<file path="config.mk">
export PLATFORM = sky130hd
export DESIGN_NAME = firmware_image_xor_swap_codec
export DESIGN_NICKNAME = d
export VERILOG_FILES = /design/src/rtl/fixc_pkg.sv /design/src/rtl/fixc_front.sv /design/src/rtl/fixc_queue.sv /design/src/rtl/fixc_back.sv /design/src/rtl/firmware_image_xor_swap_codec.sv
export VERILOG_INCLUDE_DIRS = /design/src /design/src/rtl
export SDC_FILE = /design/constraint.sdc
export NUM_CORES = 1
export LEC_CHECK = 0
export BUFFER_PORTS_ARGS = -buffer_cell sky130_fd_sc_hd__buf_2
export CAP_MARGIN = 10
export CORE_ASPECT_RATIO = 1.1
export CORE_MARGIN = 2
export CORE_UTILIZATION = 50
export DETAILED_ROUTE_END_ITERATION = 8
export PLACE_DENSITY = 0.71
export SLEW_MARGIN = 20
export SYNTH_ARGS = -nofsm -noshare
export SYNTH_HDL_FRONTEND = slang
export SYNTH_HIERARCHICAL = 1
export SYNTH_SLANG_ARGS = --single-unit
</file>
<file path="constraint.sdc">
create_clock -name clk_i -period 4.4 [get_ports clk_i]
set_input_delay 1.32 -clock clk_i [delete_from_list [all_inputs] [get_ports clk_i]]
set_output_delay 1.32 -clock clk_i [all_outputs]
set_load 0.05 [all_outputs]
</file>
<file path="src/rtl/firmware_image_xor_swap_codec_macros.svh">
// Assertion helpers shared by the codec modules.
`ifndef FIRMWARE_IMAGE_XOR_SWAP_CODEC_MACROS_SVH
`define FIRMWARE_IMAGE_XOR_SWAP_CODEC_MACROS_SVH

// Check a property on an explicit clock and active-low reset.
`define FIXC_ASSERT_CLK(lbl, clk, rst_n, prop, msg) \
  lbl: assert property (@(posedge clk) disable iff (!rst_n) prop) else $error(msg);

// Check a property on the block clock and reset.
`define FIXC_ASSERT(lbl, prop, msg) \
  `FIXC_ASSERT_CLK(lbl, clk_i, rst_ni, prop, msg)

`endif

</file>
<file path="src/rtl/fixc_pkg.sv">
package fixc_pkg;

  localparam int PKT_BITS_DEFAULT = 12;
  localparam int CFG_BITS         = 12;
  localparam int WORD_BITS        = 32;
  localparam int POS_BITS         = 4;
  localparam int ROW_BITS         = 3;
  localparam int WORDS_PER_PACKET = 13;
  localparam int QUEUE_DEPTH      = 2;
  localparam int ADDR_BITS        = 4;
  localparam int DATA_BITS        = 32;

  typedef enum logic [1:0] {
    OP_PASS,
    OP_ENCODE,
    OP_DECODE
  } op_e;

  typedef enum logic [1:0] {
    REG_CODEC_MODE,
    REG_FIRST_CODED,
    REG_LAST_CODED
  } reg_idx_e;

  typedef struct packed {
    logic                codec_mode;
    logic [CFG_BITS-1:0] first_coded_packet;
    logic [CFG_BITS-1:0] last_coded_packet;
  } cfg_t;

  typedef struct packed {
    logic [WORD_BITS-1:0] word;
    logic [POS_BITS-1:0]  pos;
    logic [ROW_BITS-1:0]  row;
    op_e                  op;
  } item_t;

  typedef logic [3:0][1:0] row_t;
  typedef logic [3:0][7:0] bytes_t;

  function automatic logic [WORD_BITS-1:0] word_key(logic [POS_BITS-1:0] pos);
    logic [WORD_BITS-1:0] key;
    unique case (pos)
      4'd0:    key = 32'h55aa55aa;
      4'd1:    key = 32'haa55aa55;
      4'd2:    key = 32'h000000ff;
      4'd3:    key = 32'h0000ff00;
      4'd4:    key = 32'h00ff0000;
      4'd5:    key = 32'hff000000;
      4'd7:    key = 32'hffffffff;
      4'd8:    key = 32'h0f0f0f0f;
      4'd9:    key = 32'hf0f0f0f0;
      4'd10:   key = 32'haaaaaaaa;
      4'd11:   key = 32'h55555555;
      default: key = 32'h00000000;
    endcase
    return key;
  endfunction

  function automatic row_t perm_row(logic [ROW_BITS-1:0] idx);
    row_t row;
    unique case (idx)
      3'd0:    row = {2'd3, 2'd2, 2'd1, 2'd0};
      3'd1:    row = {2'd0, 2'd3, 2'd2, 2'd1};
      3'd2:    row = {2'd0, 2'd3, 2'd1, 2'd2};
      3'd3:    row = {2'd0, 2'd1, 2'd2, 2'd3};
      3'd4:    row = {2'd2, 2'd0, 2'd1, 2'd3};
      3'd5:    row = {2'd3, 2'd0, 2'd2, 2'd1};
      3'd6:    row = {2'd0, 2'd1, 2'd3, 2'd2};
      default: row = {2'd3, 2'd1, 2'd2, 2'd0};
    endcase
    return row;
  endfunction

  // Encode direction: input byte k goes to position row[k].
  function automatic bytes_t scatter(bytes_t w, row_t row);
    bytes_t r;
    r = '0;
    for (int k = 0; k < 4; k++) begin
      r[row[k]] = r[row[k]] | w[k];
    end
    return r;
  endfunction

  // Decode direction: output byte k comes from input byte row[k].
  function automatic bytes_t gather(bytes_t w, row_t row);
    bytes_t r;
    for (int k = 0; k < 4; k++) begin
      r[k] = w[row[k]];
    end
    return r;
  endfunction

endpackage

</file>
<file path="src/rtl/fixc_front.sv">
module fixc_front #(
  parameter int PACKET_COUNT_BITS = fixc_pkg::PKT_BITS_DEFAULT
) (
  input  logic                             clk_i,
  input  logic                             rst_ni,
  input  logic                             accept_i,
  input  logic [fixc_pkg::WORD_BITS-1:0]   word_in_i,
  input  logic                             image_start_i,
  input  fixc_pkg::cfg_t                   cfg_i,
  output fixc_pkg::item_t                  item_o
);

  `include "firmware_image_xor_swap_codec_macros.svh"

  localparam int CmpW = (PACKET_COUNT_BITS > fixc_pkg::CFG_BITS) ?
                        PACKET_COUNT_BITS : fixc_pkg::CFG_BITS;
  localparam logic [fixc_pkg::POS_BITS-1:0] PosWrap =
    fixc_pkg::POS_BITS'(fixc_pkg::WORDS_PER_PACKET);

  logic [fixc_pkg::POS_BITS-1:0]  pos_q, pos_d, pos_base, pos_eff, pos_inc;
  logic [PACKET_COUNT_BITS-1:0]   pkt_q, pkt_d, pkt_eff;
  logic [CmpW-1:0]                pkt_x, first_x, last_x;
  logic                           coded, wrap;

  always_comb begin
    pos_base = image_start_i ? '0 : pos_q;
    pkt_eff  = image_start_i ? '0 : pkt_q;
    pos_eff  = (pos_base >= PosWrap) ? '0 : pos_base;
    pkt_x    = CmpW'(pkt_eff);
    first_x  = CmpW'(cfg_i.first_coded_packet);
    last_x   = CmpW'(cfg_i.last_coded_packet);
    coded    = (pkt_x >= first_x) && (pkt_x <= last_x);
    pos_inc  = pos_eff + 1'b1;
    wrap     = (pos_inc == PosWrap);
  end

  always_comb begin
    item_o.word = word_in_i;
    item_o.pos  = pos_eff;
    item_o.row  = pkt_eff[fixc_pkg::ROW_BITS-1:0];
    if (!coded) begin
      item_o.op = fixc_pkg::OP_PASS;
    end else if (cfg_i.codec_mode) begin
      item_o.op = fixc_pkg::OP_DECODE;
    end else begin
      item_o.op = fixc_pkg::OP_ENCODE;
    end
  end

  always_comb begin
    pos_d = pos_q;
    pkt_d = pkt_q;
    if (accept_i) begin
      pos_d = wrap ? '0 : pos_inc;
      pkt_d = (wrap && (pkt_eff != '1)) ? pkt_eff + 1'b1 : pkt_eff;
    end
  end

  always_ff @(posedge clk_i or negedge rst_ni) begin
    if (!rst_ni) begin
      pos_q <= '0;
      pkt_q <= '0;
    end else begin
      pos_q <= pos_d;
      pkt_q <= pkt_d;
    end
  end

  `FIXC_ASSERT(a_pos_in_packet, (pos_q < PosWrap), "word position left its packet")
  `FIXC_ASSERT(a_pkt_no_wrap, accept_i && !image_start_i |=> pkt_q >= $past(pkt_q), "count fell")

endmodule

</file>
<file path="src/rtl/fixc_queue.sv">
module fixc_queue (
  input  logic            clk_i,
  input  logic            rst_ni,
  input  logic            wr_i,
  input  fixc_pkg::item_t wr_item_i,
  output logic            full_o,
  input  logic            rd_i,
  output logic            valid_o,
  output fixc_pkg::item_t rd_item_o
);

  `include "firmware_image_xor_swap_codec_macros.svh"

  localparam int Depth = fixc_pkg::QUEUE_DEPTH;
  localparam int PtrW  = $clog2(Depth);
  localparam int CntW  = $clog2(Depth + 1);

  fixc_pkg::item_t        mem_q [Depth];
  logic [PtrW-1:0]        wr_ptr_q, wr_ptr_d, rd_ptr_q, rd_ptr_d;
  logic [CntW-1:0]        cnt_q, cnt_d;
  logic                   do_wr, do_rd;

  assign full_o    = (cnt_q == CntW'(Depth));
  assign valid_o   = (cnt_q != '0);
  assign rd_item_o = mem_q[rd_ptr_q];
  assign do_wr     = wr_i && !full_o;
  assign do_rd     = rd_i && valid_o;

  always_comb begin
    wr_ptr_d = do_wr ? wr_ptr_q + 1'b1 : wr_ptr_q;
    rd_ptr_d = do_rd ? rd_ptr_q + 1'b1 : rd_ptr_q;
    cnt_d    = cnt_q + CntW'(do_wr) - CntW'(do_rd);
  end

  always_ff @(posedge clk_i or negedge rst_ni) begin
    if (!rst_ni) begin
      wr_ptr_q <= '0;
      rd_ptr_q <= '0;
      cnt_q    <= '0;
    end else begin
      wr_ptr_q <= wr_ptr_d;
      rd_ptr_q <= rd_ptr_d;
      cnt_q    <= cnt_d;
    end
  end

  always_ff @(posedge clk_i) begin
    if (do_wr) begin
      mem_q[wr_ptr_q] <= wr_item_i;
    end
  end

  `FIXC_ASSERT(a_cnt_bound, (cnt_q <= CntW'(Depth)), "queue count past depth")
  `FIXC_ASSERT(a_ptr_gap, (cnt_q == '0) |-> (wr_ptr_q == rd_ptr_q), "empty queue with pointer gap")

endmodule

</file>
<file path="src/rtl/fixc_back.sv">
module fixc_back (
  input  logic                           clk_i,
  input  logic                           rst_ni,
  input  logic                           item_valid_i,
  input  fixc_pkg::item_t                item_i,
  output logic                           item_take_o,
  output logic                           empty_o,
  input  logic                           pop_i,
  output logic [fixc_pkg::WORD_BITS-1:0] word_out_o
);

  `include "firmware_image_xor_swap_codec_macros.svh"

  logic                           out_valid_q, out_valid_d;
  logic [fixc_pkg::WORD_BITS-1:0] word_q, result;
  logic [fixc_pkg::WORD_BITS-1:0] key;
  fixc_pkg::row_t                 row;

  always_comb begin
    key = fixc_pkg::word_key(item_i.pos);
    row = fixc_pkg::perm_row(item_i.row);
    unique case (item_i.op)
      fixc_pkg::OP_ENCODE: result = fixc_pkg::scatter(item_i.word, row) ^ key;
      fixc_pkg::OP_DECODE: result = fixc_pkg::gather(item_i.word ^ key, row);
      default:             result = item_i.word;
    endcase
  end

  assign item_take_o = item_valid_i && (!out_valid_q || pop_i);
  assign empty_o     = !out_valid_q;
  assign word_out_o  = word_q;

  always_comb begin
    out_valid_d = out_valid_q;
    if (item_take_o) begin
      out_valid_d = 1'b1;
    end else if (pop_i) begin
      out_valid_d = 1'b0;
    end
  end

  always_ff @(posedge clk_i or negedge rst_ni) begin
    if (!rst_ni) begin
      out_valid_q <= 1'b0;
    end else begin
      out_valid_q <= out_valid_d;
    end
  end

  always_ff @(posedge clk_i) begin
    if (item_take_o) begin
      word_q <= result;
    end
  end

  `FIXC_ASSERT(a_take_needs_slot, item_take_o |-> (!out_valid_q || pop_i), "item taken over a held result")
  `FIXC_ASSERT(a_take_fills, item_take_o |=> out_valid_q, "taken item not presented")

endmodule

</file>
<file path="src/rtl/firmware_image_xor_swap_codec.sv">
// Firmware image word codec.
// Input channel: drive word_in_i and image_start_i with push high; the word is
// taken at a clock edge where full is low. image_start_i marks word 0 of
// packet 0 and restarts the word and packet counters from that word.
// Result channel: while empty is low, word_out_o holds the oldest result; it
// is taken at a clock edge where pop is high.
// Path: a pushed word is written into the queue, then transformed into the output register.
// Throughput: one word per cycle while pop keeps up, set by the two-entry queue
// between the classifier and the transform stage plus the single output register.
// A stalled receiver fills the output register and then the queue; full rises
// once both hold items, and no item is lost.
// Configuration (APB, byte address 4*i): codec_mode, first_coded_packet,
// last_coded_packet. Write only while no item is in flight.
// Reset: counters cleared, queue and output emptied, registers return to
// encode mode with packets 10 through 100 coded.
module firmware_image_xor_swap_codec #(
  parameter int PACKET_COUNT_BITS = fixc_pkg::PKT_BITS_DEFAULT
) (
  input  logic                             clk_i,
  input  logic                             rst_ni,
  input  logic                             psel,
  input  logic                             penable,
  input  logic                             pwrite,
  input  logic [fixc_pkg::ADDR_BITS-1:0]   paddr,
  input  logic [fixc_pkg::DATA_BITS-1:0]   pwdata,
  output logic [fixc_pkg::DATA_BITS-1:0]   prdata,
  output logic                             pready,
  input  logic                             push,
  output logic                             full,
  input  logic [fixc_pkg::WORD_BITS-1:0]   word_in_i,
  input  logic                             image_start_i,
  output logic                             empty,
  input  logic                             pop,
  output logic [fixc_pkg::WORD_BITS-1:0]   word_out_o
);

  fixc_pkg::cfg_t     cfg_q, cfg_d;
  fixc_pkg::reg_idx_e reg_idx;
  fixc_pkg::item_t    front_item, queue_item;
  logic               cfg_wr, accept, queue_valid, queue_take;

  assign pready  = 1'b1;
  assign cfg_wr  = psel && penable && pwrite && pready;
  assign reg_idx = fixc_pkg::reg_idx_e'(paddr[fixc_pkg::ADDR_BITS-1:2]);
  assign accept  = push && !full;

  always_comb begin
    cfg_d = cfg_q;
    if (cfg_wr) begin
      unique case (reg_idx)
        fixc_pkg::REG_CODEC_MODE:  cfg_d.codec_mode = pwdata[0];
        fixc_pkg::REG_FIRST_CODED:
          cfg_d.first_coded_packet = pwdata[fixc_pkg::CFG_BITS-1:0];
        fixc_pkg::REG_LAST_CODED:
          cfg_d.last_coded_packet = pwdata[fixc_pkg::CFG_BITS-1:0];
        default: cfg_d = cfg_q;
      endcase
    end
  end

  always_comb begin
    unique case (reg_idx)
      fixc_pkg::REG_CODEC_MODE:
        prdata = fixc_pkg::DATA_BITS'(cfg_q.codec_mode);
      fixc_pkg::REG_FIRST_CODED:
        prdata = fixc_pkg::DATA_BITS'(cfg_q.first_coded_packet);
      fixc_pkg::REG_LAST_CODED:
        prdata = fixc_pkg::DATA_BITS'(cfg_q.last_coded_packet);
      default: prdata = '0;
    endcase
  end

  always_ff @(posedge clk_i or negedge rst_ni) begin
    if (!rst_ni) begin
      cfg_q.codec_mode         <= 1'b0;
      cfg_q.first_coded_packet <= fixc_pkg::CFG_BITS'(10);
      cfg_q.last_coded_packet  <= fixc_pkg::CFG_BITS'(100);
    end else begin
      cfg_q <= cfg_d;
    end
  end

  fixc_front #(
    .PACKET_COUNT_BITS(PACKET_COUNT_BITS)
  ) u_front (
    .clk_i         (clk_i),
    .rst_ni        (rst_ni),
    .accept_i      (accept),
    .word_in_i     (word_in_i),
    .image_start_i (image_start_i),
    .cfg_i         (cfg_q),
    .item_o        (front_item)
  );

  fixc_queue u_queue (
    .clk_i     (clk_i),
    .rst_ni    (rst_ni),
    .wr_i      (push),
    .wr_item_i (front_item),
    .full_o    (full),
    .rd_i      (queue_take),
    .valid_o   (queue_valid),
    .rd_item_o (queue_item)
  );

  fixc_back u_back (
    .clk_i        (clk_i),
    .rst_ni       (rst_ni),
    .item_valid_i (queue_valid),
    .item_i       (queue_item),
    .item_take_o  (queue_take),
    .empty_o      (empty),
    .pop_i        (pop),
    .word_out_o   (word_out_o)
  );

endmodule
</file>
Word-level counts from Yosys, hierarchy flattened
Memory sizes are Yosys's and may differ from the RTL's.
Cells that the tools add are included.
- register bits after elaboration: 78
- bits in latches: 0
- memory bits (writable): 82
- memory bits (read-only): 512
- input port bits: 76
- output and inout bits: 67
- logic and storage cells: 111
- memories kept: 2
- add/subtract/negate cells: 6
- multipliers: 0
- divide/modulo/power cells: 0
- $lt $le $gt $ge: 11
- equal/unequal tests: 13
- shift-type cells: 0
- multiplexer cells: 41
- bitwise logic cells: 7
- reductions and logical operators: 21
- memory list (memory ; depth ; width ; rd ports ; clocked after Yosys merged registers in ; write ports ; RTL line ; source):
    (no name shown) ; 16 ; 32 ; 1 ; 0 ; 0 ; fixc_pkg.sv:43 ; unique case (pos)
    u_queue.mem_q ; 2 ; 41 ; 1 ; 0 ; 1 ; fixc_queue.sv:18 ; fixc_pkg::item_t mem_q [Depth];
- operators with widths (kind ; number):
    8-bit binary-select mux with 2-bit select ; 8
    32-bit bitwise mux ; 3
    8-bit two-way mux ; 12
    8-bit demux with 2-bit select ; 4
    32-bit case mux with 2 select lines ; 1
    32-bit XOR ; 2
    8-bit case mux with 7 select lines ; 1
    12-bit case mux with 3 select lines ; 1
    32-bit bitwise AND ; 1
    8-bit OR ; 4
    12-bit two-way mux ; 2
    12-bit by 1-bit adder with 12-bit output, second input constant ; 1
    12-bit >= comparator ; 1
    12-bit less-or-equal comparator ; 1
    2-bit by 3-bit < comparator with 1-bit output, second input constant ; 4
    4-bit two-way mux ; 3
    12-bit != test, second input constant ; 1
    1-bit logical AND ; 11
    3-bit equality test, second input constant ; 3
    2-bit by 1-bit >= comparator with 1-bit output, second input constant ; 4
    2-bit equality test, second input constant ; 3
    3-bit by 2-bit equality test with 1-bit output, second input constant ; 2
    2-bit AND reduction ; 3
    4-bit by 1-bit adder with 4-bit output, second input constant ; 1
    14 further kinds ; 22

Depth between registers and ports, before layout
An unclocked memory read counts as a cell.
- depth after elaboration: 22
- gate-level depth with buffers: 13
- gate-level depth less buffers: 9

Hierarchy
The synthesis kept the hierarchy.
- by module, submodules not included (module ; times used ; cells an instance ; area an instance (um^2)):
    fixc_back ; 1 ; 621 ; 5016.1
    fixc_queue ; 1 ; 146 ; 3331.9
    fixc_front ; 1 ; 241 ; 1980.6
    firmware_image_xor_swap_codec ; 1 ; 98 ; 1298.7

Worst setup path before layout
No wires, ideal clock.
- kind: input port to output port
- start: input paddr[2] in the netlist's numbering
- end: output prdata[0] in the netlist's numbering
- arrival time: 2.509 ns
- required time: 3.080 ns
- path slack: 0.571 ns
- cell stages on the path: 2
- path through: mux2i_1 > o21ai_0
- longest elaborated chain between the ends: 2
- ends and longest elaborated chain (what ; RTL line ; source):
    from (decl) ; firmware_image_xor_swap_codec.sv:24 ; input logic [fixc_pkg::ADDR_BITS-1:0] paddr,
    2-bit equality test, or another cell as far along ; firmware_image_xor_swap_codec.sv:62 ; unique case (reg_idx)
    12-bit case mux with 3 select lines * ; firmware_image_xor_swap_codec.sv:62 ;
    to (decl) ; firmware_image_xor_swap_codec.sv:26 ; output logic [fixc_pkg::DATA_BITS-1:0] prdata,
Every way passes the cells marked *; elsewhere a longest branch is shown, timed or not.

Worst setup path after layout
Ends and elaborated chain as after synthesis.

==> impl_metrics.py <==
metrics = {
    "synthesis": {
        "avgSynthCellArea_um2": 10.5,
        "synth_cells": 1106,
        "synth_edf_count": 114,
        "ys.warnings.count": 6,
        "syn_area_um2": 11600,
        "synth_seq_cells": 160,
        "yosys.area.top_type_share_pct": 29.4,
        "synth_area_leaders": "edfxtp_1, dfrtp_1, mux2_4, buf_4, ha_1",
        "synthFlopType": "edfxtp_1",
        "ys_seq_area_share_pct": 39.4,
        "synthArstFlopShare_pct": 28.7,
        "synth_cell_types": 99,
        "synth_top_area_cell": "edfxtp_1",
    },
    "timing": {
        "fin_hold_ws_ns": 0.510,
        "rsz0062_at_grt": "no",
        "drv_slew": 0,
        "worst_pin_slew_ns": 1.06,
        "period_minus_slack_ns": 3.74,
        "fin_tns_setup_ns": 0,
        "clock.fmax_mhz": 267,
        "clock_skew_ns": 0.00951,
        "finalCritPeriodShare_pct": 85.0,
        "slew_headroom_pct": 29.5,
        "finalWorstSetupSlack_ns": 0.660,
        "finalHoldViolCount": 0,
        "setup_viol": 0,
    },
    "power_and_ir_drop": {
        "intPower_uw": 5710,
        "swShare_pct": 49.9,
        "p_clk_share_pct": 13.5,
        "power_density_nw_per_um2": 910,
        "power_frac_seq_pct": 21.3,
        "ir_drop_mv": 0.442,
        "combPwrFrac_pct": 65.2,
        "p_leak_uw": 0.00508,
        "switchingPower_uw": 5690,
    },
    "global_route": {
        "grt_pass1_vias": 8507,
        "grt_pass1_wl_um": 46500,
        "grt_max_degree": 59,
        "track_usage_pct": 24.6,
        "antenna_found_initial": 0,
        "overflow": 0,
    },
    "clocking": {
        "cts_buffer_depth": 2,
        "cts-root-buf": "clkbuf_16",
        "clk_pin_slew_worst_paths_ns": 0.07,
        "cts_sinks": 160,
        "postCtsSetupBuffers": 0,
        "clock_latency_ns": 0.44,
        "cts_tree": "yes",
        "numCtsBuffers": 17,
        "cts_max_level": 4,
        "postCtsHoldBufs": 0,
        "cts_resized": 0,
    },
    "floorplan": {
        "core_um2": 22900,
        "die-area_um2": 24500,
        "die_w_um": 149,
        "top_level_ports": 143,
        "floorplan.initialDensity_pct": 50.9,
        "die_y_um": 164,
        "num_rows": 58,
    },
    "run": {
        "max_cap_viol_count": 0,
    },
    "routing": {
        "drt-total-wl_um": 29900,
        "drt-pass1-iter-count": 6,
        "vias_per_cell": 6.21,
        "vias": 8967,
        "antenna_left": 0,
        "drc_errors": 0,
        "wl_per_cell_um": 20.7,
        "drtIter0Drc": 955,
    },
    "cells_and_area": {
        "final_net_count": 1240,
        "seq_area_um2": 4580,
        "multi_input_area_um2": 6100,
        "drive_gt1_share_pct": 23.1,
        "syn_to_final_growth_pct": 7.68,
        "num-fill-cells": 1986,
        "n_antenna_cell": 0,
    },
    "placed_design": {
        "gp_congestion": 0.999,
        "dp_hpwl_um": 21000,
        "post-place-ws_ns": 0.668,
        "port-buffer-count": 99,
    },
    "worst_setup_path": {
        "cp_data_required_time_ns": 3.08,
        "crit_path_end_kind": "primary output",
        "setup.worst_path.class": "input port to primary output",
        "arrival_ns": 2.42,
        "crit_fanout": 12,
        "cp-start-kind": "input port",
    },
    "run_status": {
        "outcome": "complete, no violations",
    },
    "worst_hold_path": {
        "hp-class": "register to register",
    },
}
metrics by stage:
stage          utilization, %  instance area [um2]  total power, uW  instances
4_1_cts                  54.8                12500            11200       1445
3_3_place_gp             52.1                11900             9590       1413
2_1_floorplan               -                11700             8160       1125
5_1_grt                  54.8                12500            12000       1445
3_5_place_dp             52.1                11900             9660       1413
6_report                 54.8                12500            11400       1445
power by group through the flow:
| stage | Combinational (uW) | Clock, uW | Sequential [uW] |
|---|---|---|---|
| 2_1_floorplan | 5170 | 0 | 2990 |
| 3_3_place_gp | 7140 | 0 | 2440 |
| 3_5_place_dp | 7200 | 0 | 2460 |
| 4_1_cts | 7220 | 1560 | 2430 |
| 5_1_grt | 7880 | 1620 | 2480 |
| 6_report | 7430 | 1540 | 2430 |
metal layers:
metal / vias up / track usage [%] / part of all wire (%)
li1: 4120 / - / -
met1: 4281 / 32.0 / 41
met2: 473 / 39.3 / 46
met3: 93 / 4.92 / 8.9
met4: 0 / 11.6 / 4.3
met5: - / 0 / 0
area by class of cell:
cell class	count	share of cell area (%)
Multi-Input combinational cell	782	48.7
Sequential cell	160	36.6
Timing Repair Buffer	121	5.30
Clock buffer	23	4.26
Tap cell	300	3.00
Inverter	50	1.50
Clock inverter	9	0.650
placed cells by master, fill, tap and decap left out, drive strengths merged, types with 10 or more instances in the layout:
| cell | Yosys | layout |
|---|---|---|
| buf | 96 | 121 |
| edfxtp | 114 | 114 |
| nand2 | 73 | 73 |
| mux2 | 73 | 73 |
| inv | 48 | 54 |
| a21oi | 47 | 47 |
| o21ai | 46 | 46 |
| xnor2 | 44 | 44 |
| dfrtp | 41 | 41 |
| nor2 | 40 | 40 |
| ha | 32 | 32 |
| mux2i | 31 | 31 |
| o22ai | 28 | 28 |
| xor2 | 25 | 25 |
| nor2b | 24 | 24 |
| clkbuf | 37 | 23 |
| conb | 2 | 21 |
| nand2b | 21 | 21 |
| nand3 | 21 | 21 |
| nor3 | 21 | 21 |
| o211ai | 19 | 19 |
| a22oi | 18 | 18 |
| a22o | 15 | 15 |
| a221oi | 15 | 15 |
| o221ai | 13 | 13 |
| and3 | 13 | 13 |
| a211oi | 11 | 11 |
| nand4 | 10 | 10 |
worst max-delay path, cell delays in order:
cell,delay (ns)
buf_2,0.14
and2b_1,0.47
nand2_1,0.09
o21ai_0,0.09
buf_2,0.30
kinds of logic (layout without fill, tap and decap cells):
kind of cell    after synthesis  in the layout  share of synthesized area [%]
compound gates              294            294                           19.1
flops                       160            160                           39.4
buf+inv                     183            203                           8.85
mux                         104            104                           11.2
xor+xnor                     69             69                           5.58
other cells                   2             21                         0.0646
simple gates                261            261                           12.2
fa+ha+maj                    33             33                           3.53
sequential cells by signal, indices dropped and copies added (netlist names):
name                count
cfg_q                  25
u_front/pos_q           4
u_queue/cnt_q           2
u_queue/wr_ptr_q        1
u_front/pkt_q          12
u_back/out_valid_q      1
u_queue/mem_q          82
u_queue/rd_ptr_q        1
u_back/word_out_o      32
synthesized netlist by cell type, types with 20 or more instances:
cell      number
o21ai_0       37
nand2_1       73
xor2_1        21
nand2b_1      21
buf_4         55
buf_2         23
xnor2_1       42
mux2i_1       28
nor2b_1       23
mux2_4        39
clkbuf_1      36
nand3_1       20
a21oi_1       43
ha_1          32
mux2_2        24
dfrtp_1       41
edfxtp_1     114
inv_1         47
nor2_1        39
o22ai_1       27
final timing paths:
path | start | slack (ns) | depth (start not counted) | to
worst max-delay path | paddr[2] | 0.66 | 5 | prdata[0]
worst min-delay path | u_queue/cnt_q[1] | 0.51 | 1 | u_queue/cnt_q[1]
worst max register to register | u_queue/rd_ptr_q | 0.85 | 8 | u_back/word_out_o[21]
worst min register to register | u_queue/cnt_q[1] | 0.51 | 1 | u_queue/cnt_q[1]
max in group asynchronous | rst_ni | 3.09 | 1 | u_queue/rd_ptr_q
min in group asynchronous | rst_ni | 0.88 | 1 | cfg_q[8]
Note: power is estimated with default switching activity, not from simulation.
